==> config.mk <==
export PLATFORM = sky130hd
export DESIGN_NAME = hex_record_flash_loader_flat
export DESIGN_NICKNAME = d
export VERILOG_FILES = /design/src/hrfl_pkg.sv /design/src/hrfl_channels.sv /design/src/hrfl_front.sv /design/src/hrfl_cmd_queue.sv /design/src/hrfl_back.sv /design/src/hex_record_flash_loader.sv /design/src/flat_wrapper.sv
export VERILOG_INCLUDE_DIRS = /design/src /design/src/src
export SDC_FILE = /design/constraint.sdc
export NUM_CORES = 2
export LEC_CHECK = 0
export BUFFER_PORTS_ARGS = -buffer_cell sky130_fd_sc_hd__buf_2
export CAP_MARGIN = 20
export CELL_PAD_IN_SITES_DETAIL_PLACEMENT = 1
export CELL_PAD_IN_SITES_GLOBAL_PLACEMENT = 1
export CORE_MARGIN = 2
export CORE_UTILIZATION = 48
export CTS_BUF_LIST = sky130_fd_sc_hd__clkbuf_8
export DETAILED_ROUTE_END_ITERATION = 8
export PLACE_DENSITY = 0.74
export SLEW_MARGIN = 10
export SYNTH_ARGS = -nofsm -noshare
export SYNTH_HDL_FRONTEND = slang
export SYNTH_HIERARCHICAL = 1
export SYNTH_SLANG_ARGS = --single-unit
==> constraint.sdc <==
create_clock -name clk -period 10.45 [get_ports clk]
set_clock_uncertainty 0.15 [all_clocks]
set_input_delay 2.09 -clock clk [delete_from_list [all_inputs] [get_ports clk]]
set_output_delay 2.09 -clock clk [all_outputs]
set_load 0.01 [all_outputs]
==> src/assert_macros.svh <==
// Assertion macros shared by the loader RTL.
// Each macro expects clk and rst_n in scope; no other dependencies.
`ifndef ASSERT_MACROS_SVH
`define ASSERT_MACROS_SVH

// Plain property, sampled on clk, off during reset
`define HRFL_ASSERT(label, prop, msg) \
    label: assert property (@(posedge clk) disable iff (!rst_n) (prop)) \
        else $error(msg);

// Same-cycle implication
`define HRFL_ASSERT_IMPL(label, ante, cons, msg) \
    label: assert property (@(posedge clk) disable iff (!rst_n) (ante) |-> (cons)) \
        else $error(msg);

`endif

==> src/hrfl_pkg.sv <==
// Shared types and constants of the HEX record flash loader.
// No dependencies; the parser, queue, writer and top files refer to it by scoped names.
package hrfl_pkg;

    // Key register value after reset
    localparam logic [31:0] KEY_RESET = 32'h1234_5600;

    // Status codes of a result
    localparam logic [1:0] ST_UPLOAD = 2'd0;
    localparam logic [1:0] ST_OK     = 2'd1;
    localparam logic [1:0] ST_CSUM   = 2'd2;
    localparam logic [1:0] ST_KEY    = 2'd3;

    // Record type byte values
    localparam logic [7:0] TYPE_DATA = 8'h00;
    localparam logic [7:0] TYPE_EOF  = 8'h01;
    localparam logic [7:0] TYPE_EXT  = 8'h04;
    localparam logic [7:0] TYPE_KEY  = 8'h06;

    // Record kind held while a record is parsed
    localparam logic [2:0] KIND_DATA    = 3'd0;
    localparam logic [2:0] KIND_EXT     = 3'd4;
    localparam logic [2:0] KIND_KEY     = 3'd6;
    localparam logic [2:0] KIND_UNKNOWN = 3'd7;

    // Command from parser to writer
    typedef enum logic {
        CMD_STATUS = 1'b0,
        CMD_FLUSH  = 1'b1
    } cmd_kind_t;

    typedef struct packed {
        cmd_kind_t   kind;
        logic [1:0]  status;
        logic [5:0]  words;
        logic [31:0] base;
    } cmd_t;

    // Data byte write into the record buffer
    typedef struct packed {
        logic       en;
        logic [7:0] pos;
        logic [7:0] data;
    } mem_wr_t;

    // Writer status back to the parser
    typedef struct packed {
        logic flush_done;
    } back_stat_t;

endpackage

==> src/hrfl_channels.sv <==
// Valid/ready channel interfaces of the loader: byte input, key write, results.
// Depends on nothing.
interface hrfl_byte_if;
    logic       valid;
    logic       ready;
    logic [7:0] rx_byte;

    modport source (output valid, output rx_byte, input ready);
    modport sink   (input valid, input rx_byte, output ready);
endinterface

interface hrfl_cfg_if;
    logic        valid;
    logic        ready;
    logic [31:0] key_value;

    modport source (output valid, output key_value, input ready);
    modport sink   (input valid, input key_value, output ready);
endinterface

interface hrfl_result_if;
    logic        valid;
    logic        ready;
    logic [1:0]  status;
    logic        write_valid;
    logic [31:0] write_address;
    logic [31:0] write_word;
    logic        last;

    modport source (output valid, output status, output write_valid,
                    output write_address, output write_word, output last,
                    input ready);
    modport sink   (input valid, input status, input write_valid,
                    input write_address, input write_word, input last,
                    output ready);
endinterface

==> src/hrfl_front.sv <==
// Record parser: takes bytes, tracks record fields and checksum, issues commands.
// Depends on hrfl_pkg, hrfl_channels and assert_macros.svh.
`include "assert_macros.svh"

module hrfl_front #(
    parameter int RECORD_BYTES = 256
) (
    input  logic                clk,
    input  logic                rst_n,
    hrfl_byte_if.sink           rx,
    hrfl_cfg_if.sink            cfg,
    output hrfl_pkg::cmd_t      cmd,
    output logic                cmd_push,
    input  logic                q_full,
    input  hrfl_pkg::back_stat_t bstat,
    output hrfl_pkg::mem_wr_t   mem_wr
);

    localparam logic [8:0] DEPTH_LIM = 9'(RECORD_BYTES);

    typedef enum logic [5:0] {
        PH_COUNT = 6'b000001,
        PH_ADDR  = 6'b000010,
        PH_TYPE  = 6'b000100,
        PH_DATA  = 6'b001000,
        PH_SUM   = 6'b010000,
        PH_END   = 6'b100000
    } phase_t;

    phase_t      phase_reg, phase_next;
    logic [1:0]  skip_reg, skip_next;
    logic [8:0]  idx_reg, idx_next;
    logic [7:0]  count_reg, count_next;
    logic [15:0] offset_reg, offset_next;
    logic [2:0]  kind_reg, kind_next;
    logic [15:0] upper_reg, upper_next;
    logic [31:0] key_acc_reg, key_acc_next;
    logic        key_ok_reg, key_ok_next;
    logic [7:0]  sum_reg, sum_next;
    logic [31:0] key_value_reg, key_value_next;
    logic        pending_reg, pending_next;

    logic        accept;
    logic [7:0]  b;
    logic [8:0]  pos;
    logic [9:0]  pos_plus;
    logic [7:0]  sum_add;

    // Hold off all bytes while the command queue is full, and data bytes while the buffer still drains to flash
    assign rx.ready  = !q_full && !(phase_reg == PH_DATA && pending_reg);
    assign cfg.ready = 1'b1;
    assign accept    = rx.valid && rx.ready;
    assign cmd_push  = accept;
    assign b         = rx.rx_byte;
    assign pos       = idx_reg - 9'd4;
    assign pos_plus  = {1'b0, pos} + 10'd1;
    assign sum_add   = sum_reg + b;

    // Parser next state
    always_comb
    begin
        phase_next     = phase_reg;
        skip_next      = skip_reg;
        idx_next       = idx_reg;
        count_next     = count_reg;
        offset_next    = offset_reg;
        kind_next      = kind_reg;
        upper_next     = upper_reg;
        key_acc_next   = key_acc_reg;
        key_ok_next    = key_ok_reg;
        sum_next       = sum_reg;
        key_value_next = key_value_reg;
        pending_next   = pending_reg;
        cmd.kind       = hrfl_pkg::CMD_STATUS;
        cmd.status     = hrfl_pkg::ST_UPLOAD;
        cmd.words      = 6'd0;
        cmd.base       = 32'd0;
        mem_wr.en      = 1'b0;
        mem_wr.pos     = pos[7:0];
        mem_wr.data    = b;

        if (bstat.flush_done)
        begin
            pending_next = 1'b0;
        end

        if (cfg.valid)
        begin
            key_value_next = cfg.key_value;
        end

        if (accept)
        begin
            priority if (skip_reg != 2'd0)
            begin
                // filler byte
                skip_next = skip_reg - 2'd1;
            end
            else
            begin
                unique case (phase_reg)
                    PH_COUNT:
                    begin
                        count_next  = b;
                        sum_next    = b;
                        offset_next = 16'd0;
                        idx_next    = 9'd1;
                        phase_next  = PH_ADDR;
                    end
                    PH_ADDR:
                    begin
                        offset_next = {offset_reg[7:0], b};
                        sum_next    = sum_add;
                        idx_next    = idx_reg + 9'd1;
                        if (idx_reg + 9'd1 >= 9'd3)
                        begin
                            phase_next = PH_TYPE;
                        end
                    end
                    PH_TYPE:
                    begin
                        sum_next = sum_add;
                        idx_next = idx_reg + 9'd1;
                        if (b == hrfl_pkg::TYPE_EOF)
                        begin
                            cmd.status = hrfl_pkg::ST_OK;
                            phase_next = PH_END;
                        end
                        else
                        begin
                            if (b == hrfl_pkg::TYPE_DATA || b == hrfl_pkg::TYPE_EXT ||
                                b == hrfl_pkg::TYPE_KEY)
                            begin
                                kind_next = b[2:0];
                            end
                            else
                            begin
                                kind_next = hrfl_pkg::KIND_UNKNOWN;
                            end
                            if (b == hrfl_pkg::TYPE_EXT)
                            begin
                                upper_next = 16'd0;
                            end
                            if (b == hrfl_pkg::TYPE_KEY)
                            begin
                                key_acc_next = 32'd0;
                            end
                            // empty record goes straight to its checksum
                            phase_next = (count_reg == 8'd0) ? PH_SUM : PH_DATA;
                        end
                    end
                    PH_DATA:
                    begin
                        mem_wr.en = ({1'b0, pos} < {1'b0, DEPTH_LIM}) ? 1'b1 : 1'b0;
                        sum_next  = sum_add;
                        if (kind_reg == hrfl_pkg::KIND_EXT)
                        begin
                            upper_next = {upper_reg[7:0], b};
                        end
                        if (kind_reg == hrfl_pkg::KIND_KEY)
                        begin
                            key_acc_next = (key_acc_reg + {24'd0, b}) << 8;
                        end
                        idx_next = idx_reg + 9'd1;
                        if (pos_plus >= {2'b00, count_reg})
                        begin
                            phase_next = PH_SUM;
                        end
                    end
                    PH_SUM:
                    begin
                        priority if (sum_add != 8'd0)
                        begin
                            cmd.status = hrfl_pkg::ST_CSUM;
                        end
                        else if (kind_reg == hrfl_pkg::KIND_KEY)
                        begin
                            if (key_acc_reg == key_value_reg)
                            begin
                                key_ok_next = 1'b1;
                                cmd.status  = hrfl_pkg::ST_OK;
                            end
                            else
                            begin
                                cmd.status = hrfl_pkg::ST_KEY;
                            end
                        end
                        else if (kind_reg == hrfl_pkg::KIND_DATA && key_ok_reg)
                        begin
                            cmd.status = hrfl_pkg::ST_OK;
                            // only whole words are written
                            if (count_reg[7:2] != 6'd0)
                            begin
                                cmd.kind     = hrfl_pkg::CMD_FLUSH;
                                cmd.words    = count_reg[7:2];
                                cmd.base     = {upper_reg, offset_reg};
                                pending_next = 1'b1;
                            end
                        end
                        else if (kind_reg == hrfl_pkg::KIND_EXT)
                        begin
                            cmd.status = hrfl_pkg::ST_OK;
                        end
                        else
                        begin
                            cmd.status = hrfl_pkg::ST_UPLOAD;
                        end
                        phase_next  = PH_COUNT;
                        idx_next    = 9'd0;
                        count_next  = 8'd0;
                        offset_next = 16'd0;
                        kind_next   = hrfl_pkg::KIND_UNKNOWN;
                        sum_next    = 8'd0;
                        skip_next   = 2'd1;
                    end
                    default:
                    begin
                        // byte after end of file: full restart
                        cmd.status   = hrfl_pkg::ST_OK;
                        phase_next   = PH_COUNT;
                        idx_next     = 9'd0;
                        count_next   = 8'd0;
                        offset_next  = 16'd0;
                        kind_next    = hrfl_pkg::KIND_UNKNOWN;
                        sum_next     = 8'd0;
                        upper_next   = 16'd0;
                        key_acc_next = 32'd0;
                        key_ok_next  = 1'b0;
                        skip_next    = 2'd2;
                    end
                endcase
            end
        end
    end

    // Parser registers
    always_ff @(posedge clk or negedge rst_n)
    begin
        if (!rst_n)
        begin
            phase_reg     <= PH_COUNT;
            skip_reg      <= 2'd2;
            idx_reg       <= 9'd0;
            count_reg     <= 8'd0;
            offset_reg    <= 16'd0;
            kind_reg      <= hrfl_pkg::KIND_UNKNOWN;
            upper_reg     <= 16'd0;
            key_acc_reg   <= 32'd0;
            key_ok_reg    <= 1'b0;
            sum_reg       <= 8'd0;
            key_value_reg <= hrfl_pkg::KEY_RESET;
            pending_reg   <= 1'b0;
        end
        else
        begin
            phase_reg     <= phase_next;
            skip_reg      <= skip_next;
            idx_reg       <= idx_next;
            count_reg     <= count_next;
            offset_reg    <= offset_next;
            kind_reg      <= kind_next;
            upper_reg     <= upper_next;
            key_acc_reg   <= key_acc_next;
            key_ok_reg    <= key_ok_next;
            sum_reg       <= sum_next;
            key_value_reg <= key_value_next;
            pending_reg   <= pending_next;
        end
    end

    // Buffer is never overwritten while the writer reads it
    `HRFL_ASSERT_IMPL(a_no_write_in_flush, mem_wr.en, !pending_reg, "data write during flush")
    `HRFL_ASSERT(a_flush_marks_pending, cmd_push && cmd.kind == hrfl_pkg::CMD_FLUSH |=> pending_reg, "flush not marked pending")

endmodule

==> src/hrfl_cmd_queue.sv <==
// Two-entry command queue between the parser and the flash word writer.
// Depends on hrfl_pkg and assert_macros.svh.
`include "assert_macros.svh"

module hrfl_cmd_queue (
    input  logic           clk,
    input  logic           rst_n,
    input  logic           push,
    input  hrfl_pkg::cmd_t cmd_in,
    output logic           full,
    input  logic           pop,
    output hrfl_pkg::cmd_t head,
    output logic           head_valid
);

    hrfl_pkg::cmd_t slot_reg [2];
    logic           wr_ptr_reg, wr_ptr_next;
    logic           rd_ptr_reg, rd_ptr_next;
    logic [1:0]     count_reg, count_next;

    assign full       = (count_reg == 2'd2);
    assign head_valid = (count_reg != 2'd0);
    assign head       = slot_reg[rd_ptr_reg];

    // Pointer and fill update
    always_comb
    begin
        wr_ptr_next = wr_ptr_reg;
        rd_ptr_next = rd_ptr_reg;
        count_next  = count_reg;
        if (push)
        begin
            wr_ptr_next = !wr_ptr_reg;
        end
        if (pop)
        begin
            rd_ptr_next = !rd_ptr_reg;
        end
        unique case ({push, pop})
            2'b10:   count_next = count_reg + 2'd1;
            2'b01:   count_next = count_reg - 2'd1;
            default: count_next = count_reg;
        endcase
    end

    always_ff @(posedge clk or negedge rst_n)
    begin
        if (!rst_n)
        begin
            wr_ptr_reg <= 1'b0;
            rd_ptr_reg <= 1'b0;
            count_reg  <= 2'd0;
        end
        else
        begin
            wr_ptr_reg <= wr_ptr_next;
            rd_ptr_reg <= rd_ptr_next;
            count_reg  <= count_next;
        end
    end

    // Payload slots
    always_ff @(posedge clk)
    begin
        if (push)
        begin
            slot_reg[wr_ptr_reg] <= cmd_in;
        end
    end

    `HRFL_ASSERT_IMPL(a_no_overflow, push && !pop, count_reg < 2'd2, "command queue overflow")
    `HRFL_ASSERT_IMPL(a_no_underflow, pop, count_reg != 2'd0, "command queue underflow")

endmodule

==> src/hrfl_back.sv <==
// Flash word writer: runs commands, holds the record buffer, drives results.
// Depends on hrfl_pkg, hrfl_channels and assert_macros.svh.
`include "assert_macros.svh"

module hrfl_back #(
    parameter int RECORD_BYTES = 256
) (
    input  logic                 clk,
    input  logic                 rst_n,
    input  hrfl_pkg::cmd_t       q_cmd,
    input  logic                 q_valid,
    output logic                 q_pop,
    input  hrfl_pkg::mem_wr_t    mem_wr,
    output hrfl_pkg::back_stat_t bstat,
    hrfl_result_if.source        result
);

    localparam int         AW        = $clog2(RECORD_BYTES);
    localparam logic [8:0] DEPTH_LIM = 9'(RECORD_BYTES);

    typedef enum logic [2:0] {
        B_IDLE = 3'b001,
        B_READ = 3'b010,
        B_EMIT = 3'b100
    } bstate_t;

    logic [7:0]  mem [RECORD_BYTES];

    bstate_t     state_reg, state_next;
    logic [5:0]  words_reg, words_next;
    logic [31:0] addr_reg, addr_next;
    logic [7:0]  pos_reg, pos_next;
    logic [2:0]  issue_cnt_reg, issue_cnt_next;
    logic [31:0] word_reg, word_next;
    logic        rd_vld_reg;
    logic [1:0]  rd_lane_reg;
    logic        rd_oor_reg;
    logic [7:0]  mem_q_reg;
    logic        issue;
    logic        pos_oor;

    logic        out_valid_reg, out_valid_next;
    logic [1:0]  out_status_reg, out_status_next;
    logic        out_wv_reg, out_wv_next;
    logic [31:0] out_addr_reg, out_addr_next;
    logic [31:0] out_word_reg, out_word_next;
    logic        out_last_reg, out_last_next;
    logic        out_free;

    assign out_free = !out_valid_reg || result.ready;
    assign pos_oor  = ({1'b0, pos_reg} >= DEPTH_LIM);

    assign result.valid         = out_valid_reg;
    assign result.status        = out_status_reg;
    assign result.write_valid   = out_wv_reg;
    assign result.write_address = out_addr_reg;
    assign result.write_word    = out_word_reg;
    assign result.last          = out_last_reg;

    // Command sequencer
    always_comb
    begin
        state_next       = state_reg;
        words_next       = words_reg;
        addr_next        = addr_reg;
        pos_next         = pos_reg;
        issue_cnt_next   = issue_cnt_reg;
        issue            = 1'b0;
        q_pop            = 1'b0;
        bstat.flush_done = 1'b0;
        out_valid_next   = out_valid_reg && !result.ready;
        out_status_next  = out_status_reg;
        out_wv_next      = out_wv_reg;
        out_addr_next    = out_addr_reg;
        out_word_next    = out_word_reg;
        out_last_next    = out_last_reg;

        // assemble word from the byte read last cycle
        word_next = word_reg;
        if (rd_vld_reg)
        begin
            word_next[{rd_lane_reg, 3'b000} +: 8] = rd_oor_reg ? 8'd0 : mem_q_reg;
        end

        unique case (state_reg)
            B_IDLE:
            begin
                if (q_valid)
                begin
                    if (q_cmd.kind == hrfl_pkg::CMD_FLUSH)
                    begin
                        q_pop          = 1'b1;
                        words_next     = q_cmd.words;
                        addr_next      = q_cmd.base;
                        pos_next       = 8'd0;
                        issue_cnt_next = 3'd0;
                        state_next     = B_READ;
                    end
                    else if (out_free)
                    begin
                        q_pop           = 1'b1;
                        out_valid_next  = 1'b1;
                        out_status_next = q_cmd.status;
                        out_wv_next     = 1'b0;
                        out_addr_next   = 32'd0;
                        out_word_next   = 32'd0;
                        out_last_next   = 1'b1;
                    end
                end
            end
            B_READ:
            begin
                // one buffer byte per cycle, four per word
                if (issue_cnt_reg != 3'd4)
                begin
                    issue          = 1'b1;
                    pos_next       = pos_reg + 8'd1;
                    issue_cnt_next = issue_cnt_reg + 3'd1;
                end
                if (rd_vld_reg && rd_lane_reg == 2'd3)
                begin
                    state_next = B_EMIT;
                end
            end
            B_EMIT:
            begin
                if (out_free)
                begin
                    out_valid_next  = 1'b1;
                    out_status_next = hrfl_pkg::ST_OK;
                    out_wv_next     = 1'b1;
                    out_addr_next   = addr_reg;
                    out_word_next   = word_reg;
                    out_last_next   = (words_reg == 6'd1);
                    addr_next       = addr_reg + 32'd4;
                    words_next      = words_reg - 6'd1;
                    if (words_reg == 6'd1)
                    begin
                        bstat.flush_done = 1'b1;
                        state_next       = B_IDLE;
                    end
                    else
                    begin
                        issue_cnt_next = 3'd0;
                        state_next     = B_READ;
                    end
                end
            end
            default:
            begin
                state_next = B_IDLE;
            end
        endcase
    end

    // Control registers
    always_ff @(posedge clk or negedge rst_n)
    begin
        if (!rst_n)
        begin
            state_reg     <= B_IDLE;
            issue_cnt_reg <= 3'd0;
            words_reg     <= 6'd0;
            rd_vld_reg    <= 1'b0;
            out_valid_reg <= 1'b0;
        end
        else
        begin
            state_reg     <= state_next;
            issue_cnt_reg <= issue_cnt_next;
            words_reg     <= words_next;
            rd_vld_reg    <= issue;
            out_valid_reg <= out_valid_next;
        end
    end

    // Datapath registers
    always_ff @(posedge clk)
    begin
        addr_reg       <= addr_next;
        pos_reg        <= pos_next;
        word_reg       <= word_next;
        rd_lane_reg    <= issue_cnt_reg[1:0];
        rd_oor_reg     <= pos_oor;
        out_status_reg <= out_status_next;
        out_wv_reg     <= out_wv_next;
        out_addr_reg   <= out_addr_next;
        out_word_reg   <= out_word_next;
        out_last_reg   <= out_last_next;
    end

    // Record buffer: one write port, one registered read port
    always_ff @(posedge clk)
    begin
        if (mem_wr.en)
        begin
            mem[mem_wr.pos[AW-1:0]] <= mem_wr.data;
        end
        if (issue && !pos_oor)
        begin
            mem_q_reg <= mem[pos_reg[AW-1:0]];
        end
    end

    `HRFL_ASSERT_IMPL(a_write_is_ok, result.valid && result.write_valid, result.status == hrfl_pkg::ST_OK, "word write without success status")
    `HRFL_ASSERT(a_done_on_last, bstat.flush_done |=> result.valid && result.write_valid && result.last, "flush done without last word")

endmodule

==> src/hex_record_flash_loader.sv <==
// HEX record flash loader: parser front, command queue, flash word writer back.
// Status results: a status command is queued when its byte is accepted, then registered onto
// the result channel once the writer is idle and its output is free. Words: after the checksum
// byte, each word takes four single-byte reads of the record buffer's read port plus the output load.
// Throughput: one byte per cycle while the command queue is not full; data bytes wait while a record's words drain.
// Reset: asynchronous active-low rst_n clears control state; no clearing pass.
module hex_record_flash_loader #(
    parameter int RECORD_BYTES = 256
) (
    input  logic          clk,
    input  logic          rst_n,
    hrfl_byte_if.sink     rx,
    hrfl_cfg_if.sink      cfg,
    hrfl_result_if.source result
);

    hrfl_pkg::cmd_t       push_cmd;
    hrfl_pkg::cmd_t       head_cmd;
    logic                 push;
    logic                 full;
    logic                 pop;
    logic                 head_valid;
    hrfl_pkg::mem_wr_t    mem_wr;
    hrfl_pkg::back_stat_t bstat;

    // Byte parser
    hrfl_front #(
        .RECORD_BYTES (RECORD_BYTES)
    ) u_front (
        .clk      (clk),
        .rst_n    (rst_n),
        .rx       (rx),
        .cfg      (cfg),
        .cmd      (push_cmd),
        .cmd_push (push),
        .q_full   (full),
        .bstat    (bstat),
        .mem_wr   (mem_wr)
    );

    // Decoupling queue
    hrfl_cmd_queue u_queue (
        .clk        (clk),
        .rst_n      (rst_n),
        .push       (push),
        .cmd_in     (push_cmd),
        .full       (full),
        .pop        (pop),
        .head       (head_cmd),
        .head_valid (head_valid)
    );

    // Flash word writer
    hrfl_back #(
        .RECORD_BYTES (RECORD_BYTES)
    ) u_back (
        .clk     (clk),
        .rst_n   (rst_n),
        .q_cmd   (head_cmd),
        .q_valid (head_valid),
        .q_pop   (pop),
        .mem_wr  (mem_wr),
        .bstat   (bstat),
        .result  (result)
    );

endmodule
==> src/flat_wrapper.sv <==
// flat-port wrapper written by rule: the top's interface ports become plain ports
module hex_record_flash_loader_flat 
#(
    parameter int RECORD_BYTES = 256
)
  (clk, rst_n, rx_valid, rx_rx_byte, rx_ready, cfg_valid, cfg_key_value, cfg_ready, result_valid, result_status, result_write_valid, result_write_address, result_write_word, result_last, result_ready);
  hrfl_byte_if rx_i ();
  hrfl_cfg_if cfg_i ();
  hrfl_result_if result_i ();
  input  logic clk;
  input  logic rst_n;
  input wire logic [$bits(rx_i.valid)-1:0] rx_valid;
  input wire logic [$bits(rx_i.rx_byte)-1:0] rx_rx_byte;
  output wire logic [$bits(rx_i.ready)-1:0] rx_ready;
  input wire logic [$bits(cfg_i.valid)-1:0] cfg_valid;
  input wire logic [$bits(cfg_i.key_value)-1:0] cfg_key_value;
  output wire logic [$bits(cfg_i.ready)-1:0] cfg_ready;
  output wire logic [$bits(result_i.valid)-1:0] result_valid;
  output wire logic [$bits(result_i.status)-1:0] result_status;
  output wire logic [$bits(result_i.write_valid)-1:0] result_write_valid;
  output wire logic [$bits(result_i.write_address)-1:0] result_write_address;
  output wire logic [$bits(result_i.write_word)-1:0] result_write_word;
  output wire logic [$bits(result_i.last)-1:0] result_last;
  input wire logic [$bits(result_i.ready)-1:0] result_ready;
  assign rx_i.valid = rx_valid;
  assign rx_i.rx_byte = rx_rx_byte;
  assign rx_ready = rx_i.ready;
  assign cfg_i.valid = cfg_valid;
  assign cfg_i.key_value = cfg_key_value;
  assign cfg_ready = cfg_i.ready;
  assign result_valid = result_i.valid;
  assign result_status = result_i.status;
  assign result_write_valid = result_i.write_valid;
  assign result_write_address = result_i.write_address;
  assign result_write_word = result_i.write_word;
  assign result_last = result_i.last;
  assign result_i.ready = result_ready;
  hex_record_flash_loader #(.RECORD_BYTES(RECORD_BYTES)) u_core (.clk(clk), .rst_n(rst_n), .rx(rx_i), .cfg(cfg_i), .result(result_i));
endmodule
== Word-level counts from Yosys, hierarchy flattened ==
Memory sizes are Yosys's and may differ from the RTL's. A register that Yosys moved wholly into a read port is not among the register bits.
Index checks and enable logic that the tools add are counted.

* Memories: 2
* Bits of input ports: 45
* Word-level logic and storage cells: 260
* Register bits after elaboration: 294
* RAM bits: 2130

{| class="wikitable"
|+ Memory list
! name !! words !! width !! rd ports !! clocked after Yosys merged registers in !! wr ports !! line !! source
|-
| u_core.u_back.mem || 256 || 8 || 1 || 1 || 1 || hrfl_back.sv:27 || <nowiki>logic [7:0] mem [RECORD_BYTES];</nowiki>
|-
| u_core.u_queue.slot_reg || 2 || 41 || 1 || 0 || 1 || hrfl_cmd_queue.sv:16 || <nowiki>hrfl_pkg::cmd_t slot_reg [2];</nowiki>
|}

* Reduce and logical (&&, ||, !) cells: 45
* Magnitude comparators: 3
* Add/subtract/negate cells: 13
* Bitwise gates (word level): 6
* Equality and inequality tests: 39
* Muxes and demuxes: 121
* Shift-type cells: 2

{| class="wikitable"
|+ Operators with widths
! kind !! number
|-
| 32-bit two-way mux || 11
|-
| 32-bit case mux with 2 select lines || 3
|-
| 38-bit two-way mux || 5
|-
| 32-bit case mux with 3 select lines || 1
|-
| 41-bit two-way mux || 2
|-
| 16-bit two-way mux || 3
|-
| 16-bit case mux with 3 select lines || 1
|-
| 8-bit case mux with 2 select lines || 3
|-
| 1-bit two-way mux || 45
|-
| 6-bit two-way mux || 6
|-
| 3-bit two-way mux || 11
|-
| 32-bit by 3-bit adder with 32-bit output, second input constant || 1
|-
| 32-bit bitwise mux || 1
|-
| 32-bit equality test || 1
|-
| 16-bit case mux with 2 select lines || 1
|-
| 8-bit by 7-bit variable shift with 32-bit output, first input constant || 1
|-
| 8-bit by 7-bit indexed part select with 32-bit output || 1
|-
| 2-bit inequality test, second input constant || 13
|-
| 24-bit by 8-bit adder with 24-bit output || 1
|-
| 8-bit two-way mux || 3
|-
| 6-bit case mux with 4 select lines || 1
|-
| 6-bit AND reduction || 4
|-
| 2-bit two-way mux || 10
|-
| 4-bit AND reduction || 5
|-
| other kinds (51) || 95
|}

== Longest topological paths before layout ==
* Word-level depth: 12
* Mapped depth: 13
* Mapped depth without buffers: 12

== By module ==
Netlist, hierarchy kept.

{| class="wikitable"
|+ Modules (own cells, without submodules)
! module !! instances !! area an instance (sq um) !! cells each !! seq. area each (sq um)
|-
| hrfl_back || 1 || 86454.2 || 4262 || 66334.9
|-
| hrfl_front || 1 || 7095.6 || 740 || 3170.5
|-
| hrfl_cmd_queue || 1 || 3348.2 || 144 || 2562.5
|}

== Worst setup path before layout ==
OpenSTA, ideal clock, no wires.

* Path kind: input to register
* From: in result_ready
* To: reg u_core.u_back.out_last_reg, in the netlist u_core/u_back/result.last (enable)
* Arrival time: 4.999 ns
* Stages: 2
* Data required time: 9.806 ns
* Path slack: 4.807 ns
* Library setup time: 0.494 ns
* Cell sequence: nor2b_1 nor2_1

* Word-level cells in the longest chain between the ends: 3
* Elaborated cells on any way between the ends: 4
* Classes of those cells: eq/ne: 2; reduce/logical: 2

{| class="wikitable"
|+ Ends and longest elaborated chain
! what !! line !! source
|-
| start: declaration || flat_wrapper.sv:24 || <nowiki>input wire logic [$bits(result_i.ready)-1:0] result_ready;</nowiki>
|-
| 1-bit logical OR (*) || hrfl_back.sv:50 || <nowiki>assign out_free = !out_valid_reg || result.ready;</nowiki>
|-
| 2-bit inequality test (no source line) || - ||
|-
| 5-bit AND reduction (no source line) (*) || - ||
|-
| end signal: assignment || hrfl_back.sv:189 || <nowiki>out_last_reg <= out_last_next;</nowiki>
|-
| end: declaration || hrfl_back.sv:47 || <nowiki>logic out_last_reg, out_last_next;</nowiki>
|}

Mark *: on every way between the ends. The rest lies on a longest branch, timed or not.
A chain may end at the register's enable or synchronous reset.

==> results.yml <==
run_status:
  status: "finished, final reports clean"
grt:
  globalRouteOverflowTotal: 0
  grt_pass1_vias: 54400
  grt_pass1_wl_um: 384000
  grt_max_degree: 190
  track_usage_pct: 25.7
  antenna_found_initial: 14
critical_path:
  endpoint: "u_core/u_back/mem[215][5]$_DFFE_PP_"
  reg2reg_to: "u_core/u_back/mem[215][5]$_DFFE_PP_"
  critPathBufInv: 3
  crit_start: "u_core/u_front/idx_reg[2]$_DFFE_PN0P_"
  crit_slowest_cell: "nand4_1"
  cpMostUsedCell: "buf_4"
  crit_family: "simple AND/OR/NAND/NOR gates"
  cp_max_fo: 19
  crit_path_start_kind: "flip-flop"
  critPathRequiredTime_ns: 10.96
  path_class: "reg2reg"
  arrival_ns: 6.02
  cp_num_cells: 10
  worstSetupEndpointType: "flip-flop"
  r2r_start: "u_core/u_front/idx_reg[2]$_DFFE_PN0P_"
  ff2ff_setup_slack_ns: 4.94
  slowest_delay_ns: 0.85
  crit_chain: "inv_1, ha_1, nand2b_1, o31a_1, or2_2, nor4_2, buf_4, nand4_1, buf_4, nor2_1"
  reg2reg_depth: 10
cts:
  cts_buffers: 398
  cts_tree: "built"
  cts.sinks: 2424
  clock_latency_ns: 1.10
  post_cts_resized: 0
  clk_pin_slew_ns: 0.06
  cts_hold_buf: 0
  htreeDepth: 5
  cts_setup_buffers: 0
  cts-root-buf: "clkbuf_8"
  cts.path.max_buffers: 4
timing:
  fmax_ghz: 0.181
  rsz0062_at_grt: "false"
  setup-tns-final_ns: 0
  maxSlewViolCount: 0
  worstMarginPinSlew_ns: 1.23
  fin_crit_sh_pct: 52.8
  hold_violations: 0
  finalCriticalPeriod_ns: 5.51
  slew_headroom_pct: 17.8
  setup_violations: 0
floorplanning:
  die_x_um: 453
  start_util_pct: 48.4
  die_h_um: 453
  io_pins: 116
  dieArea_um2: 205000
  core_um2: 200000
  rows: 164
routing:
  wire_per_inst_um: 31.4
  drt_first_pass_iters: 5
  vias_per_cell: 6.20
  drc_errors: 0
  drtAntennaViolNets: 0
  drt_iter0_markers: 6048
  routed_wl_um: 264000
  vias: 52200
pwr:
  pwr_density_cell_nw_per_um2: 248
  ir_drop_uv: 159
  internal_power_mw: 17.9
  p_switching_mw: 8.74
  leakagePower_nw: 35.2
  power_frac_comb_pct: 28.3
  swShare_pct: 32.7
  clock_power_share_pct: 29.0
  p_seq_share_pct: 42.7
cells_and_area:
  nNetsFinal: 5546
  largest_register_ffs: 2048
  area_growth_pct: 11.0
  stdcell_area_um2: 108000
  drive_above_1_share_pct: 23.5
synth:
  ys_warn_count: 6
  synth_most_common_cell: "edfxtp_1"
  ys.flop_type: "edfxtp_1"
  synth_area_per_cell_um2: 18.8
  synth.cell_area_um2: 96900
  ys_types: 90
  seq_area_frac_synth_pct: 74.4
  synth-seq-cells: 2424
  synth.area.top_cells: "edfxtp_1, mux4_2, dfrtp_1"
  synth_top_area_cell: "edfxtp_1"
  synthesis.nets: 5224
  synthTopCellsByCount: "edfxtp_1, mux4_2, nor2_1, nand2_1, mux2i_1"
  syn_inst: 5146
  synth-async-reset-ratio_pct: 5.94
  synth_top_cell_area_share_pct: 70.6
  synth_edf_count: 2278
placed_design:
  io_buffers: 114
  dpl.hpwl_um: 160000
  place_congestion: 0.856
  placedInstanceArea_um2: 100000
min_path:
  hold_class: "reg2reg"
  hold_depth: 0
run:
  drv_cap: 0
## cell usage in the layout (no fill, tap or decap), drive strengths merged, types with 84 or more instances in the layout
master,synthesis,layout
mux4,465,465
buf,150,220
nand2,205,205
edfxtp,2278,2278
a22oi,98,98
o21ai,142,142
mux2i,172,172
a21oi,84,84
clkinv,2,150
dfrtp,129,129
mux2,103,103
and2,152,152
inv,59,164
nor2,337,337
clkbuf,156,428
## layout make-up
type	count	area, µm²
repair buffers	228	1710
clock inverters	272	1460
flip-flops and latches	2424	72100
well taps	2656	3320
inverters	61	231
fillers	18100	92700
multi-input cells	2355	23000
clock buffers	420	5780
diodes	8	20.0
## cells by family after synthesis
logic type	after synthesis	synth area share (%)
multiplexers	740	13.9
flip-flops	2424	74.4
adder cells (fa/ha/maj)	33	0.434
buffers and inverters	367	1.98
AO/OA/AOI/OAI	548	3.82
other	1	0.00387
AND/OR/NAND/NOR	955	4.75
XOR/XNOR	78	0.705
## metrics by stage
step	worst slack [ns]	utilization, %	cells	total power, mW	hold WS, ns
2_1_floorplan	4.81	-	5146	16.4	0.242
3_3_place_gp	4.48	50.0	7714	18.8	0.266
3_5_place_dp	4.34	50.1	7717	19.0	0.301
4_1_cts	4.98	53.7	8409	26.8	0.307
5_1_grt	4.83	53.7	8422	27.5	0.335
6_report	4.94	53.7	8424	26.7	0.309
## power by group through the flow
stage / clock, mW / combinational [mW] / sequential (mW)
detailed placement: 0 / 7.43 / 11.6
global route: 8.26 / 7.84 / 11.4
CTS: 7.89 / 7.47 / 11.4
global placement: 0 / 7.28 / 11.6
finish: 7.74 / 7.55 / 11.4
floorplan: 0 / 4.87 / 11.5
## routing by layer
metal | up-vias | global-route usage, % | wire (µm)
li1 | 21400 | - | -
met4 | 12 | 11.5 | 11600
met3 | 621 | 5.46 | 23800
met5 | - | 0 | 87
met2 | 2644 | 40.2 | 125000
met1 | 27600 | 35.1 | 104000
## worst min-delay path by stage
stage | startpoint | endpoint | slack (ns)
after detailed placement | u_core/u_back/issue_cnt_reg[0]$_DFFE_PN0P_ | u_core/u_back/rd_lane_reg[0]$_DFF_P_ | 0.30
final | u_core/u_back/issue_cnt_reg[0]$_DFFE_PN0P_ | u_core/u_back/rd_lane_reg[0]$_DFF_P_ | 0.31
after global routing | u_core/u_back/issue_cnt_reg[0]$_DFFE_PN0P_ | u_core/u_back/rd_lane_reg[0]$_DFF_P_ | 0.34
after CTS | u_core/u_back/issue_cnt_reg[0]$_DFFE_PN0P_ | u_core/u_back/rd_lane_reg[0]$_DFF_P_ | 0.31
after floorplan | u_core/u_back/issue_cnt_reg[1]$_DFFE_PN0P_ | u_core/u_back/rd_lane_reg[1]$_DFF_P_ | 0.24
after global placement | u_core/u_back/issue_cnt_reg[0]$_DFFE_PN0P_ | u_core/u_back/rd_lane_reg[0]$_DFF_P_ | 0.27
(Power assumes the default switching activity.)
